[src/rtl/core/dlsq_pkg.sv]
// ----------------------------------------------------------------------------
// dlsq_pkg
// shared widths, register map, event codes and reset values of the
// dual level sensor qualifier
// ----------------------------------------------------------------------------
package dlsq_pkg;

   localparam int TimeWidth  = 32;
   localparam int CountWidth = 8;
   localparam int CsrAddrW   = 5;
   localparam int CsrDataW   = 32;
   localparam int CsrIndexW  = 3;

   // register indexes (byte address is 4 * index)
   localparam logic [CsrIndexW-1:0] RegPrequalWindow   = 3'd0;
   localparam logic [CsrIndexW-1:0] RegPrequalInterval = 3'd1;
   localparam logic [CsrIndexW-1:0] RegPrequalNeeded   = 3'd2;
   localparam logic [CsrIndexW-1:0] RegSettleTime      = 3'd3;
   localparam logic [CsrIndexW-1:0] RegDebounceWindow  = 3'd4;
   localparam logic [CsrIndexW-1:0] RegDebounceInterval = 3'd5;
   localparam logic [CsrIndexW-1:0] RegDebounceNeeded  = 3'd6;

   // register reset values
   localparam logic [15:0] RstPrequalWindow    = 16'd30;
   localparam logic [15:0] RstPrequalInterval  = 16'd10;
   localparam logic [7:0]  RstPrequalNeeded    = 8'd3;
   localparam logic [15:0] RstSettleTime       = 16'd60;
   localparam logic [15:0] RstDebounceWindow   = 16'd1200;
   localparam logic [15:0] RstDebounceInterval = 16'd60;
   localparam logic [7:0]  RstDebounceNeeded   = 8'd4;

   typedef enum logic [2:0] {
      EV_NONE             = 3'd0,
      EV_PREQUAL_START    = 3'd1,
      EV_PREQUAL_TIMEOUT  = 3'd2,
      EV_PREQUAL_PASS     = 3'd3,
      EV_SETTLED          = 3'd4,
      EV_DEBOUNCE_TIMEOUT = 3'd5,
      EV_BOTH_DONE        = 3'd6
   } event_type;

   localparam logic [CountWidth-1:0] CountMax = {CountWidth{1'b1}};

   function automatic logic [CountWidth-1:0] sat_inc(input logic [CountWidth-1:0] v);
      sat_inc = (v == CountMax) ? v : v + 1'b1;
   endfunction

endpackage

[src/rtl/core/dual_level_sensor_qualifier.sv]
// ----------------------------------------------------------------------------
// dual_level_sensor_qualifier
// four-phase qualification of two active-low level sensors, one word per
// sample, with an apb-style register port for windows, intervals, settle time and counts
// ----------------------------------------------------------------------------
// path: a result word is registered; the request word is taken into the input
// register, then the state update writes the result register once it is free
// throughput: one word per cycle while results are drained, limited by the single state
// update stage; a held result stops the next word once the input register is full
// reset: synchronous, active high; phase returns to idle, all counts, done flags
// and timestamps clear and the registers take their documented defaults
// ----------------------------------------------------------------------------
module dual_level_sensor_qualifier
   import dlsq_pkg::*;
(
   input  logic                     clock,
   input  logic                     reset,

   // request channel
   input  logic                     req_valid,
   output logic                     req_ready,
   input  logic [TimeWidth-1:0]     req_now_seconds,
   input  logic                     req_level_one_low,
   input  logic                     req_level_two_low,
   input  logic                     req_consumer_busy,
   input  logic                     req_abort_request,

   // result channel
   output logic                     rsp_valid,
   input  logic                     rsp_ready,
   output logic [2:0]               rsp_event_code,
   output logic                     rsp_one_done_now,
   output logic                     rsp_two_done_now,
   output logic                     rsp_one_ok,
   output logic                     rsp_two_ok,
   output logic [1:0]               rsp_phase_now,
   output logic [CountWidth-1:0]    rsp_prequal_count_now,
   output logic [CountWidth-1:0]    rsp_one_count_now,
   output logic [CountWidth-1:0]    rsp_two_count_now,

   // register port
   input  logic                     psel,
   input  logic                     penable,
   input  logic                     pwrite,
   input  logic [CsrAddrW-1:0]      paddr,
   input  logic [CsrDataW-1:0]      pwdata,
   output logic [CsrDataW-1:0]      prdata,
   output logic                     pready
);

   typedef enum logic [1:0] {
      PH_IDLE     = 2'd0,
      PH_PREQUAL  = 2'd1,
      PH_SETTLE   = 2'd2,
      PH_DEBOUNCE = 2'd3
   } phase_type;

   // configuration registers
   logic [15:0]           prequal_window_ff;
   logic [15:0]           prequal_interval_ff;
   logic [7:0]            prequal_needed_ff;
   logic [15:0]           settle_time_ff;
   logic [15:0]           debounce_window_ff;
   logic [15:0]           debounce_interval_ff;
   logic [7:0]            debounce_needed_ff;

   // input register
   logic                  in_valid_ff;
   logic [TimeWidth-1:0]  in_now_ff;
   logic                  in_low_one_ff;
   logic                  in_low_two_ff;
   logic                  in_busy_ff;
   logic                  in_abort_ff;

   // process state
   phase_type             phase_ff, phase_in;
   logic [TimeWidth-1:0]  phase_start_ff, phase_start_in;
   logic [TimeWidth-1:0]  last_sample_ff, last_sample_in;
   logic [CountWidth-1:0] prequal_count_ff, prequal_count_in;
   logic [CountWidth-1:0] one_count_ff, one_count_in;
   logic [CountWidth-1:0] two_count_ff, two_count_in;
   logic                  one_done_ff, one_done_in;
   logic                  two_done_ff, two_done_in;

   // result register
   logic                  out_valid_ff;
   event_type             event_ff, event_in;
   logic                  one_done_now_ff, one_done_now_in;
   logic                  two_done_now_ff, two_done_now_in;
   logic                  one_ok_ff, one_ok_in;
   logic                  two_ok_ff, two_ok_in;

   // handshake and flow
   logic                  out_free;
   logic                  advance;
   logic                  req_take;
   logic                  csr_write;
   logic [CsrIndexW-1:0]  csr_index;

   // working values of the update
   logic [TimeWidth-1:0]  elapsed;
   logic [TimeWidth-1:0]  since_sample;
   logic                  any_low;
   logic                  ok_latched;
   logic                  ok_one_latch;
   logic                  ok_two_latch;
   logic [CountWidth-1:0] prequal_next;
   logic [CountWidth-1:0] one_next;
   logic [CountWidth-1:0] two_next;

   // result register frees when empty or being drained this cycle
   assign out_free  = !out_valid_ff || rsp_ready;
   assign advance   = in_valid_ff && out_free;
   assign req_ready = !in_valid_ff || out_free;
   assign req_take  = req_valid && req_ready;

   assign csr_write = psel && penable && pwrite;
   assign csr_index = paddr[CsrAddrW-1:2];
   assign pready    = 1'b1;

   always_comb begin
      case (csr_index)
         RegPrequalWindow:    prdata = {16'd0, prequal_window_ff};
         RegPrequalInterval:  prdata = {16'd0, prequal_interval_ff};
         RegPrequalNeeded:    prdata = {24'd0, prequal_needed_ff};
         RegSettleTime:       prdata = {16'd0, settle_time_ff};
         RegDebounceWindow:   prdata = {16'd0, debounce_window_ff};
         RegDebounceInterval: prdata = {16'd0, debounce_interval_ff};
         RegDebounceNeeded:   prdata = {24'd0, debounce_needed_ff};
         default:             prdata = '0;
      endcase
   end

   // one pass of the qualification step on the registered word
   always_comb begin
      phase_in         = phase_ff;
      phase_start_in   = phase_start_ff;
      last_sample_in   = last_sample_ff;
      prequal_count_in = prequal_count_ff;
      one_count_in     = one_count_ff;
      two_count_in     = two_count_ff;
      one_done_in      = one_done_ff;
      two_done_in      = two_done_ff;
      event_in         = EV_NONE;
      one_done_now_in  = 1'b0;
      two_done_now_in  = 1'b0;
      ok_latched       = 1'b0;
      ok_one_latch     = 1'b0;
      ok_two_latch     = 1'b0;
      any_low          = in_low_one_ff || in_low_two_ff;

      // abort wipes the process before the step proper
      if (in_abort_ff) begin
         phase_in         = PH_IDLE;
         phase_start_in   = '0;
         last_sample_in   = '0;
         prequal_count_in = '0;
         one_count_in     = '0;
         two_count_in     = '0;
         one_done_in      = 1'b0;
         two_done_in      = 1'b0;
      end

      elapsed      = in_now_ff - phase_start_in;
      since_sample = in_now_ff - last_sample_in;
      prequal_next = sat_inc(prequal_count_in);
      one_next     = sat_inc(one_count_in);
      two_next     = sat_inc(two_count_in);

      // busy consumer: step skipped, state reported as it stands
      if (!in_busy_ff) begin
         case (phase_in)
            PH_IDLE: begin
               if (any_low) begin
                  phase_in         = PH_PREQUAL;
                  phase_start_in   = in_now_ff;
                  last_sample_in   = in_now_ff;
                  prequal_count_in = 8'd1;
                  event_in         = EV_PREQUAL_START;
               end
            end
            PH_PREQUAL: begin
               if (elapsed > {16'd0, prequal_window_ff}) begin
                  phase_in         = PH_IDLE;
                  phase_start_in   = '0;
                  last_sample_in   = '0;
                  prequal_count_in = '0;
                  one_count_in     = '0;
                  two_count_in     = '0;
                  one_done_in      = 1'b0;
                  two_done_in      = 1'b0;
                  event_in         = EV_PREQUAL_TIMEOUT;
               end else if (since_sample >= {16'd0, prequal_interval_ff}) begin
                  last_sample_in = in_now_ff;
                  if (any_low) begin
                     prequal_count_in = prequal_next;
                     if (prequal_next >= prequal_needed_ff) begin
                        phase_in       = PH_SETTLE;
                        phase_start_in = in_now_ff;
                        event_in       = EV_PREQUAL_PASS;
                     end
                  end else begin
                     prequal_count_in = '0;
                  end
               end
            end
            PH_SETTLE: begin
               if (elapsed >= {16'd0, settle_time_ff}) begin
                  phase_in       = PH_DEBOUNCE;
                  phase_start_in = in_now_ff;
                  last_sample_in = in_now_ff;
                  one_count_in   = '0;
                  two_count_in   = '0;
                  one_done_in    = 1'b0;
                  two_done_in    = 1'b0;
                  event_in       = EV_SETTLED;
               end
            end
            PH_DEBOUNCE: begin
               if (elapsed > {16'd0, debounce_window_ff} || (one_done_in && two_done_in)) begin
                  // ok flags keep the per-sensor outcome of the ended run
                  ok_latched       = 1'b1;
                  ok_one_latch     = one_done_in;
                  ok_two_latch     = two_done_in;
                  event_in         = (elapsed > {16'd0, debounce_window_ff}) ?
                                     EV_DEBOUNCE_TIMEOUT : EV_BOTH_DONE;
                  phase_in         = PH_IDLE;
                  phase_start_in   = '0;
                  last_sample_in   = '0;
                  prequal_count_in = '0;
                  one_count_in     = '0;
                  two_count_in     = '0;
                  one_done_in      = 1'b0;
                  two_done_in      = 1'b0;
               end else if (since_sample >= {16'd0, debounce_interval_ff}) begin
                  last_sample_in = in_now_ff;
                  if (!one_done_in) begin
                     if (in_low_one_ff) begin
                        one_count_in = one_next;
                        if (one_next >= debounce_needed_ff) begin
                           one_done_in     = 1'b1;
                           one_done_now_in = 1'b1;
                        end
                     end else begin
                        one_count_in = '0;
                     end
                  end
                  if (!two_done_in) begin
                     if (in_low_two_ff) begin
                        two_count_in = two_next;
                        if (two_next >= debounce_needed_ff) begin
                           two_done_in     = 1'b1;
                           two_done_now_in = 1'b1;
                        end
                     end else begin
                        two_count_in = '0;
                     end
                  end
               end
            end
            default: begin
               phase_in = PH_IDLE;
            end
         endcase
      end

      one_ok_in = ok_latched ? ok_one_latch : one_done_in;
      two_ok_in = ok_latched ? ok_two_latch : two_done_in;
   end

   always_ff @(posedge clock) begin
      if (reset) begin
         prequal_window_ff    <= RstPrequalWindow;
         prequal_interval_ff  <= RstPrequalInterval;
         prequal_needed_ff    <= RstPrequalNeeded;
         settle_time_ff       <= RstSettleTime;
         debounce_window_ff   <= RstDebounceWindow;
         debounce_interval_ff <= RstDebounceInterval;
         debounce_needed_ff   <= RstDebounceNeeded;
         in_valid_ff          <= 1'b0;
         out_valid_ff         <= 1'b0;
         phase_ff             <= PH_IDLE;
         phase_start_ff       <= '0;
         last_sample_ff       <= '0;
         prequal_count_ff     <= '0;
         one_count_ff         <= '0;
         two_count_ff         <= '0;
         one_done_ff          <= 1'b0;
         two_done_ff          <= 1'b0;
      end else begin
         // register writes on the access phase
         if (csr_write) begin
            case (csr_index)
               RegPrequalWindow:    prequal_window_ff    <= pwdata[15:0];
               RegPrequalInterval:  prequal_interval_ff  <= pwdata[15:0];
               RegPrequalNeeded:    prequal_needed_ff    <= pwdata[7:0];
               RegSettleTime:       settle_time_ff       <= pwdata[15:0];
               RegDebounceWindow:   debounce_window_ff   <= pwdata[15:0];
               RegDebounceInterval: debounce_interval_ff <= pwdata[15:0];
               RegDebounceNeeded:   debounce_needed_ff   <= pwdata[7:0];
               default: begin
               end
            endcase
         end

         // input register
         if (req_take) begin
            in_valid_ff <= 1'b1;
         end else if (advance) begin
            in_valid_ff <= 1'b0;
         end

         // state update and result capture
         if (advance) begin
            out_valid_ff     <= 1'b1;
            phase_ff         <= phase_in;
            phase_start_ff   <= phase_start_in;
            last_sample_ff   <= last_sample_in;
            prequal_count_ff <= prequal_count_in;
            one_count_ff     <= one_count_in;
            two_count_ff     <= two_count_in;
            one_done_ff      <= one_done_in;
            two_done_ff      <= two_done_in;
         end else if (rsp_ready) begin
            out_valid_ff <= 1'b0;
         end
      end

      // payload, no reset needed
      if (req_take) begin
         in_now_ff     <= req_now_seconds;
         in_low_one_ff <= req_level_one_low;
         in_low_two_ff <= req_level_two_low;
         in_busy_ff    <= req_consumer_busy;
         in_abort_ff   <= req_abort_request;
      end
      if (advance) begin
         event_ff        <= event_in;
         one_done_now_ff <= one_done_now_in;
         two_done_now_ff <= two_done_now_in;
         one_ok_ff       <= one_ok_in;
         two_ok_ff       <= two_ok_in;
      end
   end

   // result word: counts and phase are the state after the step
   assign rsp_valid             = out_valid_ff;
   assign rsp_event_code        = event_ff;
   assign rsp_one_done_now      = one_done_now_ff;
   assign rsp_two_done_now      = two_done_now_ff;
   assign rsp_one_ok            = one_ok_ff;
   assign rsp_two_ok            = two_ok_ff;
   assign rsp_phase_now         = phase_ff;
   assign rsp_prequal_count_now = prequal_count_ff;
   assign rsp_one_count_now     = one_count_ff;
   assign rsp_two_count_now     = two_count_ff;

endmodule
[config.mk]
export PLATFORM = sky130hd
export DESIGN_NAME = dual_level_sensor_qualifier
export DESIGN_NICKNAME = d
export VERILOG_FILES = /design/src/rtl/core/dlsq_pkg.sv /design/src/rtl/core/dual_level_sensor_qualifier.sv
export SDC_FILE = /design/constraint.sdc
export NUM_CORES = 1
export LEC_CHECK = 0
export BUFFER_PORTS_ARGS = -buffer_cell sky130_fd_sc_hd__buf_2
export CORE_MARGIN = 2
export CORE_UTILIZATION = 45
export DETAILED_ROUTE_END_ITERATION = 6
export GPL_TIMING_DRIVEN = 0
export SYNTH_ARGS = -nofsm -noshare
export SYNTH_HDL_FRONTEND = slang
export SYNTH_SLANG_ARGS = --single-unit
[constraint.sdc]
create_clock -name clock -period 8 [get_ports clock]
set_input_delay 0.8 -clock clock [delete_from_list [all_inputs] [get_ports clock]]
set_output_delay 0.8 -clock clock [all_outputs]
set_load 0.005 [all_outputs]
==> impl_results.md, run 1 <==
- Outcome: finished, final reports clean
- Number of synthesized register bits: 233
- RSZ-0062 raised after global routing: false
- Final Hold Vio Count: 0
- Most used DFF post-synth: dfxtp_1
- Reg power frac: 37.7%
- # H-tree levels: 1
- Crit Path Max Fanout: 10
- Ant. Diodes: 0
- Clk pwr share: 42.4%
- Antenna violations before repair: 0
- Antenna Violating Nets Remaining: 0
- Clock root buffer: clkbuf_16
- Fin crit share: 94.6%
- Worst endpoint required time: 8.51 ns
- Pint: 2310 uW
- Peak Freq: 132 MHz
- Wire length per cell: 21.0 um
- Async set-reset flop share out of synthesis: 0%
- TritonCTS clock tree: yes
- Combinational Power Share: 19.8%
- Count leader, synth: nand2_1
- Power Dens Cells: 166 mW/mm^2
- GRT Util Overall: 29.7%
- Placed Instance Area: 0.0189 sq mm
- Final estimated routing congestion in global placement: 0.994
- Vias in the first global route: 16600
- Yosys cell types: 93
- Area contributors post-synth: dfxtp_1 (22%), ha_1 (12%), nand2_1 (8.0%)
- Hold WC Path Type: input pin to register
- Area growth from synthesis to layout: 13.6%
- Via count: 17500
- # IOs: 148
- Synthesis Warnings: 0
- DR pass1 iterations: 6
- Pin slew with the least headroom to its limit: 0.977 ns
- Cts bufs inserted: 29
- Layout cells sized above 1: 10.1%
- Gate Count Post-Synth: 2242
- Crit path time final: 7.57 ns
- # DRC: 0
- PortBufs: 111
- Worst slew margin: 34.9%
- Post-Route WL: 61.9 mm
- Yosys top cell by area: dfxtp_1
- Syn Area/Cell: 7.83 sq um
- Endpoints failing setup: 0
- Post-DP HPWL: 49.1 mm
- Leakage: 0.00779 uW
- Net load switching power: 1000 uW
- Hold buffer count at CTS: 0
- Initial core utilization: 45.6%
- Sw frac: 30.2%
- CTS Buffer Depth: 3
- Clk sinks: 233
- Core area: 0.0386 sq mm
- WS Path Type: register to register
- Final instance area: 0.0199 sq mm
- Critical path endpoint category: register
- Drt via density: 5.95
- Die H: 202 um
- Post-synthesis sequential area ratio: 29.0%
- Fin nets: 2656
- # Max-Cap Violations: 0
- Crit-path slowest cell: clkbuf_1
- Core Util, Final: 51.7%
- Count of final max-slew check failures: 0
- Post-synth EDFFs: 43
- Initial DRC count: 1420
- First-pass GRT wire length: 94.8 mm
- Grt total ovfl: 0
- Largest net degree at the start of global routing: 21
- Die area: 0.0406 sq mm
- Register area: 0.00509 sq mm
- Slowest stage delay, CP: 0.50 ns
- Synth top area share: 21.7%
- Synth cell count leaders: nand2_1 (376), a21oi_1 (191), dfxtp_1 (190)
- Footprint of the multi-input gates: 0.0115 sq mm
- Startpoint Class: register
- Die W: 202 um
- Peak VDD IR: 0.151 mV
- Clk_skew: 0.00942 ns
- Clock Latency Late Sink: 0.57 ns
- Cell Rows: 72
- Worst-path clk slew: 0.06 ns
- Mapped cell area: 0.0176 sq mm
- Critical Path AT: 8.08 ns
- Fill cells: 3900
-- routing by layer --
| layer | track usage (%) | vias to the layer above | part of all wire (%) |
|---|---|---|---|
| met5 | 0 | - | 0 |
| met1 | 39.5 | 8315 | 44 |
| met3 | 5.38 | 114 | 7.3 |
| li1 | - | 8448 | - |
| met2 | 48.4 | 615 | 45 |
| met4 | 10.4 | 0 | 3.7 |
-- layout by cell type, fill, tap and decap left out, types with 16 or more instances in the layout --
master,synthesis,routed
o21a_1,24,24
nand2b_1,31,31
a21oi_1,191,191
edfxtp_1,43,43
mux2i_1,27,27
a211oi_1,23,20
buf_4,22,23
a22o_1,64,64
ha_1,173,173
a21o_1,51,51
conb_1,2,17
a211o_1,16,16
clkbuf_1,84,90
xor2_1,19,19
nor2_1,126,126
nand3_1,37,37
and3_1,19,19
nor2b_1,41,41
dfxtp_1,190,190
or3_1,18,18
nor3_1,45,44
xnor2_1,27,27
inv_1,118,118
o21ai_0,111,110
o211ai_1,37,37
a22oi_1,30,30
clkbuf_16,0,31
buf_2,12,124
a31oi_1,22,22
nand4_1,50,50
nand2_1,376,376
-- worst max-delay path: cells and delay by family (launching register included) --
kind	cells	cell delay, ns
AO/OA/AOI/OAI	14	2.99
buffers and inverters	5	2.00
AND/OR/NAND/NOR	5	0.96
adder cells (fa/ha/maj)	3	0.83
flip-flops	1	0.49
XOR/XNOR	1	0.20
-- final cells by class --
type                    instances  share of cell area (%)
clock buffers                  43                    4.37
well taps                     518                    3.25
plain buffers                 130                    3.06
clock inverters                10                   0.753
multi-input cells            1772                    57.6
inverters                     120                    2.26
flip-flops and latches        233                    25.5
repair buffers                115                    3.12
-- kinds of logic after synthesis --
logic type                 count (synthesis)  share of synthesized area (%)
AOI/OAI and AO/OA                        686                           26.0
xor gates and xnor gates                  46                           2.29
adders and majority gates                175                           12.6
buffers and inverters                    252                           6.07
DFF                                      233                           29.0
muxes                                     32                           2.05
other                                      2                         0.0428
and+or+nand+nor                          816                           22.0
-- registers in the layout (all words and copies together), names as in the netlist, 3 cells and up --
| name | cells |
|---|---|
| debounce_interval_ff | 16 |
| debounce_needed_ff | 8 |
| debounce_window_ff | 16 |
| in_now_ff | 32 |
| last_sample_ff | 32 |
| phase_start_ff | 32 |
| prequal_interval_ff | 16 |
| prequal_needed_ff | 8 |
| prequal_window_ff | 16 |
| rsp_event_code | 3 |
| rsp_one_count_now | 8 |
| rsp_prequal_count_now | 8 |
| rsp_two_count_now | 8 |
| settle_time_ff | 16 |
-- power groups by stage --
stage	Clock (uW)	Sequential, uW	Combinational (uW)
finish	1410	1250	656
global route	1480	1250	728
CTS	1430	1250	646
detailed placement	0	1270	642
global placement	0	1270	630
floorplan	0	1260	436
-- through the flow --
stage | power, uW | worst slack, ns | hold slack (ns) | TNS (ns) | std cells
2_1_floorplan | 1700 | 2.32 | 0.436 | 0 | 2257
3_3_place_gp | 1900 | -0.995 | 0.443 | -50.31 | 2886
3_5_place_dp | 1920 | -0.972 | 0.447 | -51.70 | 2888
4_1_cts | 3330 | 0.0226 | 0.373 | 0 | 2940
5_1_grt | 3460 | 0.0306 | 0.391 | 0 | 2941
6_report | 3310 | 0.432 | 0.405 | 0 | 2941
-- what timing repair did --
item / in CTS / in global routing
endpoints found under the setup margin: 92 / 56
setup buffers: 0 / 2
resized for setup: 5 / 4
hold endpoints to repair: 0 / 0
-- final timing paths --
kind,from,endpoint,slack [ns],cells past startpoint
worst max-delay path,in_abort_ff,phase_start_ff[25],0.43,28
worst min-delay path,req_now_seconds[14],in_now_ff[14],0.40,1
worst max register to register,in_abort_ff,phase_start_ff[25],0.43,28
worst min register to register,debounce_window_ff[8],debounce_window_ff[8],0.46,2
Note: power is estimated with default switching activity, not from simulation.
==> inputs of run 2 (changes only) <==
--- a/config.mk
+++ b/config.mk
@@ -10,6 +10,8 @@
 export CORE_UTILIZATION = 45
 export DETAILED_ROUTE_END_ITERATION = 6
 export GPL_TIMING_DRIVEN = 0
+export PLACE_DENSITY_LB_ADDON = 0.2
+export SLEW_MARGIN = 30
 export SYNTH_ARGS = -nofsm -noshare
 export SYNTH_HDL_FRONTEND = slang
 export SYNTH_SLANG_ARGS = --single-unit
==> run 2 against run 1 <==
Global-route usage is 0.71 points lower. Clock power is 9% lower. Fmax is 1.7% lower. Count of clock-buffer cells in the layout is 1 lower. Via count is 1.1% higher. Hold slack better by 0.0010 ns. Cell count is 0.14% lower.
==> impl_results.md, run 2 (same netlist as run 1, synthesis figures left out) <==
- Outcome: finished, final reports clean
- Clock Latency Late Sink: 0.57 ns
- Wire length per cell: 20.7 um
- Hold_ws: 0.406 ns
- Commonest non-fill, non-tap cell in the layout: nand2_1
- Pint: 2200 uW
- First-pass GRT wire length: 93.5 mm
- CTS Buffer Depth: 3
- Fin crit share: 96.2%
- Crit Path Max Fanout: 10
- Endpoints failing setup: 0
- Grt total ovfl: 0
- # IOs: 148
- Drt via density: 6.02
- Worst-path clk slew: 0.07 ns
- Critical Path AT: 8.20 ns
- PortBufs: 111
- Die area: 0.0406 sq mm
- Startpoint Class: register
- Cts bufs inserted: 29
- TritonCTS clock tree: yes
- Clk sinks: 233
- Combinational Power Share: 20.5%
- Final estimated routing congestion in global placement: 0.978
- Hold Path Stages: 1
- # H-tree levels: 1
- Core area: 0.0386 sq mm
- Final Hold Vio Count: 0
- Count of final max-slew check failures: 0
- GRT Util Overall: 29.0%
- Placed Instance Area: 0.0188 sq mm
- Regs by FF count: in_now_ff (32), last_sample_ff (32), phase_start_ff (32)
- Layout cells sized above 1: 10.0%
- Peak Freq: 130 MHz
- Post-Route WL: 60.7 mm
- Setup bufs post-CTS: 0
- Register area: 0.00509 sq mm
- Die W: 202 um
- HP Start: req_now_seconds[30]
- Die H: 202 um
- Net load switching power: 990 uW
- Antenna violations before repair: 0
- R2r setup slk: 0.30 ns
- Hold WC Path Type: input pin to register
- DR pass1 iterations: 6
- Most frequent cells in the layout: nand2_1 (376), a21oi_1 (191), dfxtp_1 (190)
- Crit-path slowest cell: a211oi_1
- Sw frac: 31.1%
- Antenna Violating Nets Remaining: 0
- Ant. Diodes: 0
- Fill cells: 3860
- Crit path time final: 7.70 ns
- RR Endpoint: phase_start_ff[29]
- Clk_skew: 0.0209 ns
- Worst slew margin: 31.5%
- Pin slew with the least headroom to its limit: 1.03 ns
- Reg power frac: 39.2%
- Hold buffer count at CTS: 0
- # DRC: 0
- RSZ-0062 raised after global routing: false
- WS Path Type: register to register
- Worst endpoint required time: 8.51 ns
- Critical path endpoint category: register
- R2r startpoint: in_abort_ff
- Initial DRC count: 1464
- Cell Rows: 72
- Area growth from synthesis to layout: 12.7%
- Leakage: 0.00774 uW
- Initial core utilization: 45.6%
- Fin nets: 2653
- End of the worst hold path: in_now_ff[30]
- Power Dens Cells: 161 mW/mm^2
- Clk pwr share: 40.3%
- Slowest stage delay, CP: 0.58 ns
- Vias in the first global route: 16500
- # Max-Cap Violations: 0
- Largest net degree at the start of global routing: 37
- Clock root buffer: clkbuf_16
- Post-DP HPWL: 47.9 mm
- Reg2reg path depth: 28
- Via count: 17700
- Peak VDD IR: 0.174 mV
- Footprint of the multi-input gates: 0.0115 sq mm
- Final instance area: 0.0198 sq mm
[run 2: through the flow]
| step | std cells | worst slack (ns) | total power (uW) | setup TNS, ns | utilization (%) |
|---|---|---|---|---|---|
| 3_3_place_gp | 2886 | -0.937 | 1900 | -41.68 | 48.8 |
| 6_report | 2937 | 0.302 | 3190 | 0 | 51.3 |
| 2_1_floorplan | 2257 | 2.32 | 1700 | 0 | - |
| 5_1_grt | 2937 | 0.0337 | 3320 | 0 | 51.3 |
| 4_1_cts | 2938 | 0.0480 | 3190 | 0 | 51.3 |
| 3_5_place_dp | 2887 | -1.03 | 1910 | -49.83 | 48.9 |
[run 2: what timing repair did]
action | 4_1_cts | 5_1_grt
cloned | 0 | 0
pin swaps | 0 | 0
endpoints found under the hold margin | 0 | 0
resized for setup | 6 | 4
setup endpoints to repair | 88 | 49
[run 2: power groups by stage]
stage / combinational [uW] / clock [uW] / sequential (uW)
2_1_floorplan: 436 / 0 / 1260
3_3_place_gp: 623 / 0 / 1270
3_5_place_dp: 636 / 0 / 1270
4_1_cts: 641 / 1300 / 1250
5_1_grt: 722 / 1350 / 1250
6_report: 653 / 1290 / 1250
[run 2: cell type report]
cell class	instances	area share, %
multi-input cells	1772	58.1
clock inverters	10	0.310
flip-flops and latches	233	25.7
well taps	518	3.27
plain buffers	130	3.10
clock buffers	42	4.33
inverters	120	2.28
repair buffers	112	2.85
[run 2: per-layer routing]
| layer | track usage (%) | share of wire (%) | vias to the layer above | routed length [um] |
|---|---|---|---|---|
| li1 | - | - | 8445 | - |
| met1 | 38.3 | 43 | 8423 | 26400 |
| met2 | 46.6 | 45 | 696 | 27200 |
| met3 | 5.46 | 7.4 | 125 | 4500 |
| met4 | 12.0 | 4.3 | 0 | 2640 |
| met5 | 0 | 0 | - | 0 |
[run 2: worst max-delay path: cells and delay by family (launching register included)]
kind	cells	cell delay, ns
AO/OA/AOI/OAI	14	3.25
buffers and inverters	5	1.89
AND/OR/NAND/NOR	5	0.94
adder cells (fa/ha/maj)	3	0.84
flip-flops	1	0.51
XOR/XNOR	1	0.19
[run 2: worst max path at each step]
| stage | start | end | slack [ns] | cells after the start |
|---|---|---|---|---|
| finish | in_abort_ff | phase_start_ff[29] | 0.30 | 28 |
| global route | in_abort_ff | phase_start_ff[24] | 0.03 | 28 |
| CTS | in_abort_ff | phase_start_ff[22] | 0.05 | 25 |
| detailed placement | in_abort_ff | phase_start_ff[20] | -1.03 | 23 |
| global placement | in_abort_ff | phase_start_ff[22] | -0.94 | 23 |
| floorplan | in_abort_ff | phase_start_ff[20] | 2.32 | 26 |
==> inputs of run 3 (changes only) <==
--- a/config.mk
+++ b/config.mk
@@ -7,7 +7,7 @@
 export LEC_CHECK = 0
 export BUFFER_PORTS_ARGS = -buffer_cell sky130_fd_sc_hd__buf_2
 export CORE_MARGIN = 2
-export CORE_UTILIZATION = 45
+export CORE_UTILIZATION = 53
 export DETAILED_ROUTE_END_ITERATION = 6
 export GPL_TIMING_DRIVEN = 0
 export PLACE_DENSITY_LB_ADDON = 0.2
==> constraint.sdc (replaced) <==
create_clock -name clock -period 6.9 [get_ports clock]
set_input_delay 0.69 -clock clock [delete_from_list [all_inputs] [get_ports clock]]
set_output_delay 0.69 -clock clock [all_outputs]
set_load 0.005 [all_outputs]
==> run 3 against run 2 <==
Clock power rose by 20%. Combinational power up 19%. Die area shrank 15%. Sequential share of layout area decreased by 0.18 points. Highest routed layer unchanged. Largest cell class unchanged. Global-route usage grew 5.7 points. Hold slack worse by 0.11 ns. Final area grew 0.70%. Count of clock-buffer cells in the layout decreased by 4.
==> impl_results.md, run 3 (same netlist as run 1, synthesis figures left out) <==
- Area growth from synthesis to layout: 13.5%
- Cell Rows: 66
- Core area: 0.0326 sq mm
- Worst-path clk slew: 0.07 ns
- Power Dens Cells: 189 mW/mm^2
- Most frequent cells in the layout: nand2_1 (376), dfxtp_1 (190), a21oi_1 (189)
- Peak Freq: 149 MHz
- Setup slack after layout: 0.167 ns
- # IOs: 148
- Placed cell count: 2810
- Crit path time final: 6.73 ns
- Antenna Violating Nets Remaining: 0
- Fin crit share: 97.6%
- Pin slew with the least headroom to its limit: 0.943 ns
- Vias in the first global route: 16600
- Placed Instance Area: 0.0187 sq mm
- Worst slew margin: 37.1%
- Cell mode on critical path: buf_4
- Final instance area: 0.0199 sq mm
- Clk sinks: 233
- # DRC: 0
- Initial DRC count: 1406
- Die area: 0.0346 sq mm
- Net load switching power: 1150 uW
- Post-Layout Cell Count: 2868
- Clk pwr share: 41.0%
- Critical Path AT: 7.23 ns
- Outcome: finished, final reports clean
- Leakage: 0.00781 uW
- PortBufs: 111
- Cts bufs inserted: 28
- TritonCTS clock tree: yes
- Setup WS pre-CTS: -1.93 ns
- First-pass GRT wire length: 93.2 mm
- R2r startpoint: in_abort_ff
- Reg power frac: 38.4%
- Total Power: 3780 uW
- Crit Path Max Fanout: 12
- Post-Route WL: 60.7 mm
- Ant. Diodes: 0
- Peak VDD IR: 0.187 mV
- Regs by FF count: in_now_ff (32), last_sample_ff (32), phase_start_ff (32)
- Via count: 17900
- DR pass1 iterations: 6
- Sw frac: 30.4%
- HP Start: req_now_seconds[30]
- Hold_ws: 0.296 ns
- Pint: 2630 uW
- Critical path endpoint category: register
- WS Path Type: register to register
- Layout cells sized above 1: 10.9%
- Final Hold Vio Count: 0
- Hold buffer count at CTS: 0
- Hold WC Path Type: input pin to register
- Die W: 186 um
- Worst endpoint required time: 7.40 ns
- Critical-path cell list: clkinv_4, buf_4, buf_2, nand2_1, ha_1, and2_1, a221o_1, o21ai_1, and2_1, o21ai_0, xor2_1, ha_1, nand4_1, nor2_1, nand3_1, a211o_1, nor4_4, nor2_1, a211oi_2, buf_4, buf_4, buf_2, a22o_1
- CTS Buffer Depth: 3
- Antenna violations before repair: 0
- Wire length per cell: 21.2 um
- Die H: 186 um
- Fin nets: 2662
- Endpoints failing setup: 0
- Buf/Inv on CP: 6
- # H-tree levels: 1
- Grt total ovfl: 0
- Drt via density: 6.23
- Commonest non-fill, non-tap cell in the layout: nand2_1
- Crit-path slowest cell: edfxtp_1
- Clk_skew: 0.0155 ns
- Startpoint Class: register
- Worst setup path startpoint: in_abort_ff
- CP top delay family: simple AND/OR/NAND/NOR gates
- GRT Util Overall: 34.7%
- Initial core utilization: 53.8%
- Final estimated routing congestion in global placement: 0.958
- Largest net degree at the start of global routing: 37
- Clock root buffer: clkbuf_16
- Combinational Power Share: 20.7%
- # Max-Cap Violations: 0
- Count of final max-slew check failures: 0
- Slowest stage delay, CP: 0.52 ns
- Post-DP HPWL: 47.4 mm
- Clock Latency Late Sink: 0.57 ns
[run 3: routing by layer]
| layer | global-route usage [%] | routed length [um] | vias to the layer above |
|---|---|---|---|
| li1 | - | - | 8455 |
| met1 | 46.1 | 26000 | 8487 |
| met2 | 57.2 | 27500 | 783 |
| met3 | 5.20 | 4920 | 143 |
| met4 | 12.3 | 2310 | 0 |
| met5 | 0 | 0 | - |
[run 3: per-stage QoR]
step	setup TNS, ns	utilization (%)
2_1_floorplan	0	-
3_3_place_gp	-136.95	57.4
3_5_place_dp	-138.87	57.5
4_1_cts	0	60.6
5_1_grt	-0.0175	61.1
6_report	0	61.1
[run 3: path summary, 6_finish.rpt]
check / end / cells past startpoint / slack (ns)
worst max register to register: phase_start_ff[24] / 23 / 0.17
worst min register to register: prequal_interval_ff[4] / 2 / 0.46
worst max-delay path: phase_start_ff[24] / 23 / 0.17
worst min-delay path: in_now_ff[30] / 1 / 0.30
[run 3: power groups by stage]
stage / clock network [uW] / logic (uW) / registers, uW
CTS: 1560 / 752 / 1450
floorplan: 0 / 505 / 1460
global placement: 0 / 722 / 1480
finish: 1550 / 780 / 1450
global route: 1610 / 857 / 1450
detailed placement: 0 / 739 / 1480
[run 3: timing repair]
action / in CTS / in global routing
pin swaps: 1 / 1
buffers inserted: 2 / 9
resized for setup: 18 / 17
setup endpoints to repair: 98 / 87
endpoints found under the hold margin: 0 / 0
[run 3: area by class of cell]
cell class	count	area, sq um
flip-flops and latches	233	5090
plain buffers	130	628
inverters	120	455
clock buffers	38	810
clock inverters	11	139
fillers	3021	12700
repair buffers	122	663
multi-input cells	1772	11600
well taps	442	553
[run 3: worst register-to-register path, stage by stage (launching register included)]
cell and delay (ns):
edfxtp_1 0.52, clkinv_4 0.17, buf_4 0.25, buf_2 0.29
nand2_1 0.12, ha_1 0.33, and2_1 0.20, a221o_1 0.42
o21ai_1 0.40, and2_1 0.28, o21ai_0 0.14, xor2_1 0.22
ha_1 0.37, nand4_1 0.10, nor2_1 0.40, nand3_1 0.46
a211o_1 0.51, nor4_4 0.37, nor2_1 0.16, a211oi_2 0.20
buf_4 0.18, buf_4 0.21, buf_2 0.24, a22o_1 0.16
